### src/rtl/core/dedge_fifo.sv
`timescale 1ns / 1ps
// Small register FIFO with an occupancy count, used between the stages.
// Stand-alone; no package needed.
module dedge_fifo #(
  parameter int WIDTH = 8,
  parameter int DEPTH = 4
) (
  input  logic                       clk,
  input  logic                       rst,
  input  logic                       push,
  input  logic [WIDTH-1:0]           wdata,
  input  logic                       pop,
  output logic [WIDTH-1:0]           rdata,
  output logic                       empty,
  output logic                       full,
  output logic [$clog2(DEPTH+1)-1:0] count
);

  localparam int PW = (DEPTH > 1) ? $clog2(DEPTH) : 1;
  localparam int CW = $clog2(DEPTH + 1);

  logic [WIDTH-1:0] mem [DEPTH];
  logic [PW-1:0]    wr_ptr;
  logic [PW-1:0]    rd_ptr;
  logic             push_ok;
  logic             pop_ok;

  assign empty   = (count == '0);
  assign full    = (count == CW'(DEPTH));
  assign push_ok = push && !full;
  assign pop_ok  = pop && !empty;
  assign rdata   = mem[rd_ptr];

  always_ff @(posedge clk) begin
    if (push_ok) begin
      mem[wr_ptr] <= wdata;
    end
  end

  always_ff @(posedge clk) begin
    if (rst) begin
      wr_ptr <= '0;
      rd_ptr <= '0;
      count  <= '0;
    end else begin
      if (push_ok) begin
        wr_ptr <= (wr_ptr == PW'(DEPTH - 1)) ? '0 : wr_ptr + 1'b1;
      end
      if (pop_ok) begin
        rd_ptr <= (rd_ptr == PW'(DEPTH - 1)) ? '0 : rd_ptr + 1'b1;
      end
      case ({push_ok, pop_ok})
        2'b10: begin
          count <= count + 1'b1;
        end
        2'b01: begin
          count <= count - 1'b1;
        end
        default: begin
          count <= count;
        end
      endcase
    end
  end

endmodule

### config.mk
export PLATFORM = sky130hd
export DESIGN_NAME = dedge_fifo
export DESIGN_NICKNAME = d
export VERILOG_FILES = /design/src/rtl/core/dedge_fifo.sv
export SDC_FILE = /design/constraint.sdc
export NUM_CORES = 1
export LEC_CHECK = 0
export BUFFER_PORTS_ARGS = -buffer_cell sky130_fd_sc_hd__buf_2
export CAP_MARGIN = 0
export CORE_ASPECT_RATIO = 0.5
export CORE_MARGIN = 2
export CORE_UTILIZATION = 55
export DETAILED_ROUTE_END_ITERATION = 10
export GPL_TIMING_DRIVEN = 0
export HOLD_SLACK_MARGIN = 0.05
export PLACE_DENSITY = 0.77
export SLEW_MARGIN = 10
export SYNTH_ARGS = -nofsm -noshare
export SYNTH_HDL_FRONTEND = slang
export SYNTH_SLANG_ARGS = --single-unit
### constraint.sdc
create_clock -name clk -period 3.5 [get_ports clk]
set_clock_uncertainty 0.15 [all_clocks]
set_input_delay 0.7 -clock clk [delete_from_list [all_inputs] [get_ports clk]]
set_output_delay 0.7 -clock clk [all_outputs]
set_load 0.1 [all_outputs]
==> impl_metrics.toml <==
[placed_design]
dp_hpwl_um = 1860
routabilityCongestion = 0.661
io_buffers = 23
dp_slack_ps = 840

[sta]
fmax_mhz = 372
tightest_slew_ps = 539
relSlewSlack = 0.637
setup_viol = 0
finalWorstSetupSlack_ps = 810
slew_violations = 0
period_share = 0.769
rsz0062_at_grt = "false"
min_period_ps = 2690
finalHoldViolCount = 0
finalSetupTns_ps = 0

[clocking]
post_cts_buffers = 0
cts_resized = 0
clkSinkCount = 41
insertion_delay_ps = 280
htree_levels = 2
cts_inserted_buffers = 5
cts-root-buf = "clkbuf_8"
cts_hold_buf = 0
path_clk_slew_ps = 70
cts_tree = "yes"
clockBufferDepth = 2

[cells_and_area]
insertedDiodeCount = 0
final_cell_mix = "edfxtp_1, buf_2, dfxtp_1"
nNetsFinal = 145
drive_above_1_share = 0.354
layout_commonest_cell = "edfxtp_1"
area_delta_synth_final_pct = 15.0

[die]
core-area_sq_um = 2720
io_pins = 25
fp.dieH_um = 42.7
die_w_um = 81.4
rows = 13
dieArea_sq_um = 3480
start_util = 0.607

[yosys]
syn-num-nets = 115
synthTopCellsByArea = "edfxtp_1, dfxtp_1, mux4_2"
synth_cells = 96
synth_seq_area_share = 0.692
netlist_area_sq_um = 1650
synth_warnings = 0
yosysTopAreaCellShare = 0.583
yosysTopAreaCell = "edfxtp_1"
ys_ff_latch = 41
synth_area_per_cell_sq_um = 17.2
synth_cell_type_count = 27

[detailed_routing]
viasPerCell = 5.43
top_layer_used = "met4"
met1_length_um = 1150
first_iter_violations = 11
vias = 891
dr.pass1.iters = 4
drc = 0
avgRoutedWirePerCell_um = 16.2
ant_nets = 0
routed_wl_um = 2650
met2_length_um = 1310
wl_met3_um = 138

[global_route]
grt_max_degree = 13
grt_pass1_wl_um = 4240
grt_overflow = 0
grt_pass1_vias = 906
antenna_found_initial = 0
grtUsageTotal = 0.175

[worst_setup_path]
required_ps = 3570
cp_top_family = "simple AND/OR/NAND/NOR gates"
cp-end-kind = "flop"
reg2reg_from = "count[2]$_SDFFE_PP0P_"
critPathKind = "flop to flop"
max_stage_delay_ps = 410
cp-endpoint = "count[2]$_SDFFE_PP0P_"
crit_arrival_ps = 2760
crit_top_cell = "inv_1"
critPathMaxFanout = 9
cpMaxStageDelayCell = "dfxtp_1"
worst_r2r_endpoint = "count[2]$_SDFFE_PP0P_"
r2r_slack_ps = 810
critPathBufInv = 3
worstPathCellList = "or3b_1 > buf_6 > and2_4 > inv_1 > ha_1 > inv_1 > fa_1 > xor2_1 > or3_2 > a21oi_1"
startpoint = "count[2]$_SDFFE_PP0P_"
startpoint_type = "flop"
path_depth = 10
reg2reg_depth = 10

[job]
drv_cap = 0

[min_path]
worst_hold_path_type = "flop to flop"

[outcome]
status = "finished clean"
## logic make-up (layout without fill, tap and decap cells)
family	count (synthesis)	count (layout)	synth area share
AND/OR/NAND/NOR	17	17	0.0592
XOR/XNOR	2	2	0.0106
adder cells (fa/ha/maj)	7	7	0.0577
buffers and inverters	12	43	0.0326
AO/OA/AOI/OAI	8	8	0.0319
flip-flops	41	41	0.692
multiplexers	9	9	0.115
## worst min-delay path by stage
| stage | slack [ps] | startpoint | cells past startpoint | endpoint |
|---|---|---|---|---|
| after floorplan | 310 | rd_ptr[0]$_SDFFE_PP0P_ | 2 | flop |
| after global placement | 330 | rd_ptr[0]$_SDFFE_PP0P_ | 2 | rd_ptr[0]$_SDFFE_PP0P_ |
| after detailed placement | 370 | rd_ptr[0]$_SDFFE_PP0P_ | 2 | rd_ptr[0]$_SDFFE_PP0P_ |
| after CTS | 380 | rd_ptr[0]$_SDFFE_PP0P_ | 2 | rd_ptr[0]$_SDFFE_PP0P_ |
| after global routing | 400 | rd_ptr[0]$_SDFFE_PP0P_ | 2 | rd_ptr[0]$_SDFFE_PP0P_ |
| final | 380 | rd_ptr[0]$_SDFFE_PP0P_ | 2 | rd_ptr[0]$_SDFFE_PP0P_ |
## flip-flops by register name, summed over array words and instances, names as in the netlist, named ones only
register / count
count: 3
mem: 32
rd_ptr: 2
wr_ptr: 2
## cells in the mapped netlist, drive strengths merged
cell    count
and2        1
nand2       1
xor2        2
nor2        4
fa          1
or3         2
buf         3
edfxtp     32
o21ai       1
mux2i       1
nor3        2
clkbuf      1
nand3       2
inv         8
mux4        8
or3b        1
o31ai       2
a21o        1
dfxtp       9
and3        4
ha          6
a21oi       4
## worst reg2reg max path, stage by stage (launching register included)
cell and delay [ps]:
dfxtp_1 410, or3b_1 380, buf_6 150, and2_4 150, inv_1 50, ha_1 190, inv_1 70, fa_1 380
xor2_1 160, or3_2 400, a21oi_1 140
## per-stage QoR
step,cell area [sq um],hold slack [ps],std cells,util
floorplan,1650,313,96,-
global placement,1810,332,156,0.668
detailed placement,1810,366,156,0.668
CTS,1900,383,164,0.698
global route,1900,398,164,0.698
finish,1900,381,164,0.698
## final cells by class
class | count | area (sq um)
Inverter | 8 | 30.0
Buffer | 4 | 23.8
Clock buffer | 7 | 76.3
Timing Repair Buffer | 23 | 115
Clock inverter | 1 | 5.00
Multi-Input combinational cell | 43 | 458
Fill cell | 172 | 821
Sequential cell | 41 | 1140
Tap cell | 37 | 46.3
## metal layers
layer  vias up  track usage
met3         6       0.0723
met2        19        0.290
met5         -            0
met4         0       0.0814
met1       447        0.200
li1        419            -
Power is left out: the tool's default activity adds up to more than one toggle a clock period on the data nets, which glitch-free logic cannot reach.
