### src/rtl/core/dedge_pkg.sv
`timescale 1ns / 1ps
// Shared types, widths and constants of the directional edge detector.
// No dependencies; the top level, the front end and the back end import it.
package dedge_pkg;

  localparam int PIX_W     = 8;
  localparam int COL_W     = 10;
  localparam int ROW_W     = 12;
  localparam int ROWCNT_W  = 13;
  localparam int WIDTH_W   = 11;
  localparam int HEIGHT_W  = 13;
  localparam int THRESH_W  = 17;
  localparam int CEIL_W    = 8;
  localparam int CFG_IDX_W = 3;
  localparam int CFG_DATA_W = 17;

  localparam int MAX_WIDTH_DEF = 1024;
  localparam int MAX_ROWS      = 4096;

  // Three-pixel sum, sum of two of them, and the threshold product.
  localparam int SUM3_W    = PIX_W + 2;
  localparam int PAIR_W    = PIX_W + 3;
  localparam int REL_W     = THRESH_W + PAIR_W;
  localparam int FRAC_BITS = 16;
  localparam int NUM_DIRS  = 4;

  localparam int MQ_DEPTH = 4;
  localparam int OQ_DEPTH = 4;

  localparam logic [WIDTH_W-1:0]  WIDTH_RESET  = WIDTH_W'(640);
  localparam logic [HEIGHT_W-1:0] HEIGHT_RESET = HEIGHT_W'(480);
  localparam logic [THRESH_W-1:0] THRESH_RESET = THRESH_W'(9830);
  localparam logic [CEIL_W-1:0]   CEIL_RESET   = CEIL_W'(1);
  localparam logic [PIX_W-1:0]    BORDER_RESET = PIX_W'(128);

  typedef enum logic [CFG_IDX_W-1:0] {
    CFG_IMAGE_WIDTH   = 3'd0,
    CFG_IMAGE_HEIGHT  = 3'd1,
    CFG_THRESHOLD_Q16 = 3'd2,
    CFG_CLAMP_CEILING = 3'd3,
    CFG_BORDER_VALUE  = 3'd4
  } cfg_index_t;

  typedef struct packed {
    logic [PIX_W-1:0] pixel;
    logic             pad;
  } in_word_t;

  typedef struct packed {
    logic             edge_res;
    logic [COL_W-1:0] column_index;
    logic [ROW_W-1:0] row_index;
    logic             frame_last;
  } out_word_t;

  typedef struct packed {
    logic [WIDTH_W-1:0]  image_width;
    logic [HEIGHT_W-1:0] image_height;
    logic [THRESH_W-1:0] threshold_q16;
    logic [CEIL_W-1:0]   clamp_ceiling;
    logic [PIX_W-1:0]    border_value;
  } cfg_t;

  // Indexed [row][column]; row 0 is the top row, column 0 the left one.
  typedef logic [2:0][2:0][PIX_W-1:0] window_t;

  // One window handed from the front end to the back end.
  typedef struct packed {
    window_t          win;
    logic             emit_main;
    logic             emit_extra;
    logic [COL_W-1:0] col;
    logic [ROW_W-1:0] row;
    logic             frame_last;
  } task_t;

  function automatic logic [SUM3_W-1:0] sum3(input logic [PIX_W-1:0] p,
                                             input logic [PIX_W-1:0] q,
                                             input logic [PIX_W-1:0] r);
    return SUM3_W'(p) + SUM3_W'(q) + SUM3_W'(r);
  endfunction

endpackage

### src/rtl/core/dedge_fifo.sv
`timescale 1ns / 1ps
// Small register FIFO with an occupancy count, used between the stages.
// Stand-alone; no package needed.
module dedge_fifo #(
  parameter int WIDTH = 8,
  parameter int DEPTH = 4
) (
  input  logic                       clk,
  input  logic                       rst,
  input  logic                       push,
  input  logic [WIDTH-1:0]           wdata,
  input  logic                       pop,
  output logic [WIDTH-1:0]           rdata,
  output logic                       empty,
  output logic                       full,
  output logic [$clog2(DEPTH+1)-1:0] count
);

  localparam int PW = (DEPTH > 1) ? $clog2(DEPTH) : 1;
  localparam int CW = $clog2(DEPTH + 1);

  logic [WIDTH-1:0] mem [DEPTH];
  logic [PW-1:0]    wr_ptr;
  logic [PW-1:0]    rd_ptr;
  logic             push_ok;
  logic             pop_ok;

  assign empty   = (count == '0);
  assign full    = (count == CW'(DEPTH));
  assign push_ok = push && !full;
  assign pop_ok  = pop && !empty;
  assign rdata   = mem[rd_ptr];

  always_ff @(posedge clk) begin
    if (push_ok) begin
      mem[wr_ptr] <= wdata;
    end
  end

  always_ff @(posedge clk) begin
    if (rst) begin
      wr_ptr <= '0;
      rd_ptr <= '0;
      count  <= '0;
    end else begin
      if (push_ok) begin
        wr_ptr <= (wr_ptr == PW'(DEPTH - 1)) ? '0 : wr_ptr + 1'b1;
      end
      if (pop_ok) begin
        rd_ptr <= (rd_ptr == PW'(DEPTH - 1)) ? '0 : rd_ptr + 1'b1;
      end
      case ({push_ok, pop_ok})
        2'b10: begin
          count <= count + 1'b1;
        end
        2'b01: begin
          count <= count - 1'b1;
        end
        default: begin
          count <= count;
        end
      endcase
    end
  end

endmodule

### src/rtl/core/dedge_back.sv
`timescale 1ns / 1ps
// Back end: takes queued windows, runs the four directional contrast tests
// in a two-stage pipeline and holds finished words in the result queue.
// Depends on dedge_pkg and dedge_fifo.
module dedge_back
  import dedge_pkg::*;
(
  input  logic      clk,
  input  logic      rst,
  input  cfg_t      cfg,
  input  task_t     task_word,
  input  logic      task_empty,
  output logic      task_pop,
  output logic      empty,
  input  logic      pop,
  output out_word_t result
);

  localparam int OQ_CW = $clog2(OQ_DEPTH + 1);
  localparam int CR_W  = OQ_CW + 1;

  logic                   phase;
  logic                   s1_v;
  logic                   s2_v;
  out_word_t              s1_meta;
  out_word_t              s2_meta;
  logic [SUM3_W-1:0]      s1_diff [NUM_DIRS];
  logic [PAIR_W-1:0]      s1_sum  [NUM_DIRS];
  logic [SUM3_W-1:0]      s2_diff [NUM_DIRS];
  logic [REL_W-1:0]       s2_rel  [NUM_DIRS];

  logic [OQ_CW-1:0]       oq_count;
  logic                   oq_full;
  logic [CR_W-1:0]        pending;
  logic                   issue;
  logic                   use_main;
  window_t                w;
  out_word_t              meta;
  logic [SUM3_W-1:0]      sa [NUM_DIRS];
  logic [SUM3_W-1:0]      sb [NUM_DIRS];
  logic [REL_W-1:0]       cap;
  logic [REL_W-1:0]       lhs;
  logic [REL_W-1:0]       lim;
  logic [NUM_DIRS-1:0]    hit;
  out_word_t              oq_wdata;

  // Words in the result queue plus words in flight must fit in the queue.
  assign pending  = CR_W'(oq_count) + CR_W'(s1_v) + CR_W'(s2_v);
  assign issue    = !task_empty && (pending < CR_W'(OQ_DEPTH));
  assign use_main = !phase && task_word.emit_main;
  assign task_pop = issue && !(use_main && task_word.emit_extra);

  // The extra word at the last column sees the window moved one column left
  // with border pixels on the right.
  always_comb begin
    for (int i = 0; i < 3; i++) begin
      if (use_main) begin
        w[i] = task_word.win[i];
      end else begin
        w[i][0] = task_word.win[i][1];
        w[i][1] = task_word.win[i][2];
        w[i][2] = cfg.border_value;
      end
    end
    meta.edge_res     = 1'b0;
    meta.column_index = use_main ? task_word.col - 1'b1 : task_word.col;
    meta.row_index    = task_word.row;
    meta.frame_last   = use_main ? 1'b0 : task_word.frame_last;

    sa[0] = sum3(w[0][0], w[1][0], w[2][0]);
    sb[0] = sum3(w[0][2], w[1][2], w[2][2]);
    sa[1] = sum3(w[0][0], w[0][1], w[0][2]);
    sb[1] = sum3(w[2][0], w[2][1], w[2][2]);
    sa[2] = sum3(w[0][0], w[0][1], w[1][0]);
    sb[2] = sum3(w[1][2], w[2][1], w[2][2]);
    sa[3] = sum3(w[2][0], w[2][1], w[1][0]);
    sb[3] = sum3(w[0][1], w[0][2], w[1][2]);
  end

  always_ff @(posedge clk) begin
    if (rst) begin
      phase <= 1'b0;
      s1_v  <= 1'b0;
      s2_v  <= 1'b0;
    end else begin
      if (issue) begin
        phase <= use_main && task_word.emit_extra;
      end
      s1_v <= issue;
      s2_v <= s1_v;
    end
  end

  always_ff @(posedge clk) begin
    if (issue) begin
      s1_meta <= meta;
      for (int k = 0; k < NUM_DIRS; k++) begin
        s1_diff[k] <= (sa[k] > sb[k]) ? sa[k] - sb[k] : sb[k] - sa[k];
        s1_sum[k]  <= PAIR_W'(sa[k]) + PAIR_W'(sb[k]);
      end
    end
    if (s1_v) begin
      s2_meta <= s1_meta;
      for (int k = 0; k < NUM_DIRS; k++) begin
        s2_diff[k] <= s1_diff[k];
        s2_rel[k]  <= REL_W'(cfg.threshold_q16) * REL_W'(s1_sum[k]);
      end
    end
  end

  // A direction fires when 2*|A-B|*2^16 > min(T*(A+B), 6*ceiling*2^16).
  always_comb begin
    cap = ((REL_W'(cfg.clamp_ceiling) << 2) + (REL_W'(cfg.clamp_ceiling) << 1))
          << FRAC_BITS;
    lhs = '0;
    lim = '0;
    for (int k = 0; k < NUM_DIRS; k++) begin
      lhs    = REL_W'(s2_diff[k]) << (FRAC_BITS + 1);
      lim    = (s2_rel[k] < cap) ? s2_rel[k] : cap;
      hit[k] = (lhs > lim);
    end
    oq_wdata          = s2_meta;
    oq_wdata.edge_res = |hit;
  end

  dedge_fifo #(
    .WIDTH($bits(out_word_t)),
    .DEPTH(OQ_DEPTH)
  ) u_result_queue (
    .clk  (clk),
    .rst  (rst),
    .push (s2_v),
    .wdata(oq_wdata),
    .pop  (pop),
    .rdata(result),
    .empty(empty),
    .full (oq_full),
    .count(oq_count)
  );

  a_result_room: assert property (@(posedge clk) disable iff (rst)
    s2_v |-> !oq_full)
    else $error("finished word pushed into a full result queue");

  a_second_half: assert property (@(posedge clk) disable iff (rst)
    phase |-> (!task_empty && task_word.emit_main && task_word.emit_extra))
    else $error("second word pending without a two-word window at the head");

  a_pop_on_issue: assert property (@(posedge clk) disable iff (rst)
    task_pop |-> issue)
    else $error("window dropped from the queue without being issued");

endmodule

### config.mk
export PLATFORM = sky130hd
export DESIGN_NAME = dedge_back
export DESIGN_NICKNAME = d
export VERILOG_FILES = /design/src/rtl/core/dedge_pkg.sv /design/src/rtl/core/dedge_fifo.sv /design/src/rtl/core/dedge_back.sv
export SDC_FILE = /design/constraint.sdc
export NUM_CORES = 2
export LEC_CHECK = 0
export BUFFER_PORTS_ARGS = -buffer_cell sky130_fd_sc_hd__buf_4
export CORE_UTILIZATION = 45
export DETAILED_ROUTE_END_ITERATION = 6
export PLACE_DENSITY = 0.61
export SLEW_MARGIN = 20
export SYNTH_ARGS = -nofsm -noshare
export SYNTH_HDL_FRONTEND = slang
export SYNTH_SLANG_ARGS = --single-unit
### constraint.sdc
create_clock -name clk -period 8.9 [get_ports clk]
set_clock_uncertainty 0.05 [all_clocks]
set_input_delay 1.78 -clock clk [delete_from_list [all_inputs] [get_ports clk]]
set_output_delay 1.78 -clock clk [all_outputs]
set_load 0.005 [all_outputs]
==> impl_metrics.env <==
export IMPL_cts_tree="done"
export IMPL_tightest_slew_ns=0.972
export IMPL_place_gp_congestion=0.902
export IMPL_synth_seq_area_share_pct=24.2
export IMPL_post_route_min_period_ns=7.95
export IMPL_drt_iter0_drc=1831
export IMPL_ios=184
export IMPL_layout_common_cells="784 x inv_1, 666 x nand2_1, 592 x fa_1, 533 x ha_1, 374 x edfxtp_1"
export IMPL_syn_nets=6067
export IMPL_synth_edf_count=374
export IMPL_vias=33159
export IMPL_grt_max_degree=69
export IMPL_final_common_cell="inv_1"
export IMPL_setup_tns_ns=0
export IMPL_synth_seq_cells=386
export IMPL_portBuffers=159
export IMPL_first_pass_iters=5
export IMPL_drc_errors=0
export IMPL_critPathArrivalTime_ns=8.27
export IMPL_n_fill_cell=9718
export IMPL_fmax_mhz=126
export IMPL_crit_type="in2reg"
export IMPL_critPathCaptureType="flip-flop"
export IMPL_min_from="s1_diff[3][2]"
export IMPL_synth_area_mm2=0.0474
export IMPL_clkTransAtPathRegs_ns=0.06
export IMPL_multi_input_area_mm2=0.0323
export IMPL_cts_setup_buffers=0
export IMPL_regToRegStartpoint="phase"
export IMPL_dp_hpwl_um=90100
export IMPL_fp_dieArea_mm2=0.107
export IMPL_clock_latency_ns=0.62
export IMPL_numCtsBuffers=47
export IMPL_ff_latch_area_mm2=0.0115
export IMPL_synth_cell_type_count=77
export IMPL_synth_ff_type="edfxtp_1"
export IMPL_grtUsageTotal_pct=22.4
export IMPL_start_kind="primary input"
export IMPL_drt_total_wl_um=117000
export IMPL_core_area_mm2=0.104
export IMPL_wl_per_cell_um=18.5
export IMPL_finalSetupViolCount=0
export IMPL_synth_area_per_cell_um2=9.91
export IMPL_yosysWarnings=0
export IMPL_area_delta_synth_final_pct=9.11
export IMPL_cts_resized=0
export IMPL_num_nets_final=6151
export IMPL_syn_inst=4784
export IMPL_grt_overflow=0
export IMPL_post_route_period_util_pct=89.3
export IMPL_outcome="finished clean"
export IMPL_hold_viol=0
export IMPL_min_path_type="reg2reg"
export IMPL_fin_util_pct=49.8
export IMPL_numClockSinks=386
export IMPL_cts_max_path_buffers=3
export IMPL_die_y_um=327
export IMPL_maxSlewViolCount=0
export IMPL_worst_slew_margin_rel_pct=35.2
export IMPL_cts_hold_buf=0
export IMPL_vias_per_cell=5.27
export IMPL_antenna_found_initial=6
export IMPL_grt_pass1_wl_um=188000
export IMPL_die_width_um=327
export IMPL_rows=118
export IMPL_ant_nets=0
export IMPL_root_buffer="clkbuf_16"
export IMPL_first_global_vias=34247
export IMPL_async_flop_share_pct=0
export IMPL_rsz0062_at_grt="no"
export IMPL_antennaDiodeCount=0
export IMPL_initial_utilization_pct=45.6
export IMPL_htreeDepth=2
export IMPL_postPlaceCellArea_mm2=0.0501
export IMPL_drive_above_1_share_pct=7.44
export IMPL_startpoint="task_word[24]"
export IMPL_cp_required_ns=9.22
export IMPL_fin_area_mm2=0.0517
export IMPL_drv_cap=0
export IMPL_crit_fanout=17
## registers in the layout, summed over array words and instances, names as in the netlist, 2 cells and up, named ones only
register and flops:
u_result_queue.rd_ptr 2, oq_wdata 23, u_result_queue.count 3, s2_rel 112
s1_diff 36, u_result_queue.mem 96, s2_diff 40, s1_sum 44
u_result_queue.wr_ptr 2, s1_meta 23
## critical path: stages
cell and delay (ns):
buf_4 0.12, nand2b_2 0.38, buf_4 0.32, mux2i_1 0.34
inv_1 0.08, ha_1 0.32, inv_1 0.06, nor2_1 0.12
nor2_1 0.07, o21bai_1 0.14, a21oi_1 0.16, xnor2_1 0.52
ha_1 0.38, inv_1 0.07, o21bai_1 0.07, a21oi_1 0.21
xor2_1 0.27, ha_1 0.32, inv_1 0.13, o21a_1 0.20
o21ai_1 0.50, mux2_2 0.41, a311oi_1 0.47, nand2_1 0.11
o211ai_1 0.27, mux2i_1 0.11, a311o_1 0.33
## routing by layer
layer | GRT usage (%) | vias up | share of wire, %
met5 | 0 | - | 0.031
met4 | 6.02 | 6 | 2.6
met3 | 2.62 | 159 | 4.6
met2 | 37.7 | 758 | 48
met1 | 30.5 | 16503 | 45
li1 | - | 15733 | -
## cells in the mapped netlist (21+ instances only)
| master | number | area share [%] |
|---|---|---|
| inv_1 | 785 | 6.2 |
| nand2_1 | 666 | 5.3 |
| fa_1 | 592 | 25 |
| ha_1 | 533 | 14 |
| edfxtp_1 | 374 | 24 |
| and2_1 | 309 | 4.1 |
| a21oi_1 | 209 | 2.2 |
| clkbuf_1 | 177 | 1.4 |
| xnor2_1 | 167 | 3.1 |
| nor2_1 | 153 | 1.2 |
| o21ai_0 | 81 | 0.86 |
| a21o_1 | 78 | 1.2 |
| mux2i_1 | 75 | 1.6 |
| o21bai_1 | 65 | 1.0 |
| xor2_1 | 51 | 0.94 |
| nand3_1 | 44 | 0.46 |
| nor4_1 | 37 | 0.49 |
| nor2b_1 | 30 | 0.40 |
| nor3_1 | 30 | 0.32 |
| mux4_2 | 24 | 1.1 |
| a211oi_1 | 21 | 0.33 |
## final cells by class
type | instances | area share (%)
clock buffers | 50 | 2.30
clock inverters | 38 | 0.796
inverters | 785 | 5.70
multi-input cells | 3428 | 62.5
flip-flops and latches | 386 | 22.2
well taps | 1380 | 3.34
repair buffers | 220 | 3.22
## through the flow
stage	setup slack [ns]	hold WS, ns	instances
detailed placement	0.393	0.355	6199
global placement	0.412	0.351	6199
CTS	1.05	0.363	6287
global route	0.598	0.374	6287
floorplan	1.26	0.350	4784
finish	0.953	0.362	6287
## kinds of logic after synthesis
| kind of cell | synth area share (%) |
|---|---|
| compound gates | 8.30 |
| xor+xnor | 4.06 |
| fa+ha+maj | 39.2 |
| buf+inv | 7.70 |
| flops | 24.2 |
| mux | 2.96 |
| simple gates | 13.6 |
## path summary, 6_finish.rpt
check | to | slack, ns | cells past startpoint
worst max-delay path | s1_diff[1][9] | 0.95 | 27
worst min-delay path | s2_diff[3][2] | 0.36 | 0
worst max register to register | s1_diff[1][9] | 1.73 | 26
worst min register to register | s2_diff[3][2] | 0.36 | 0
Power is left out: the tool's default activity adds up to more than one toggle a clock period on the data nets, which glitch-free logic cannot reach.
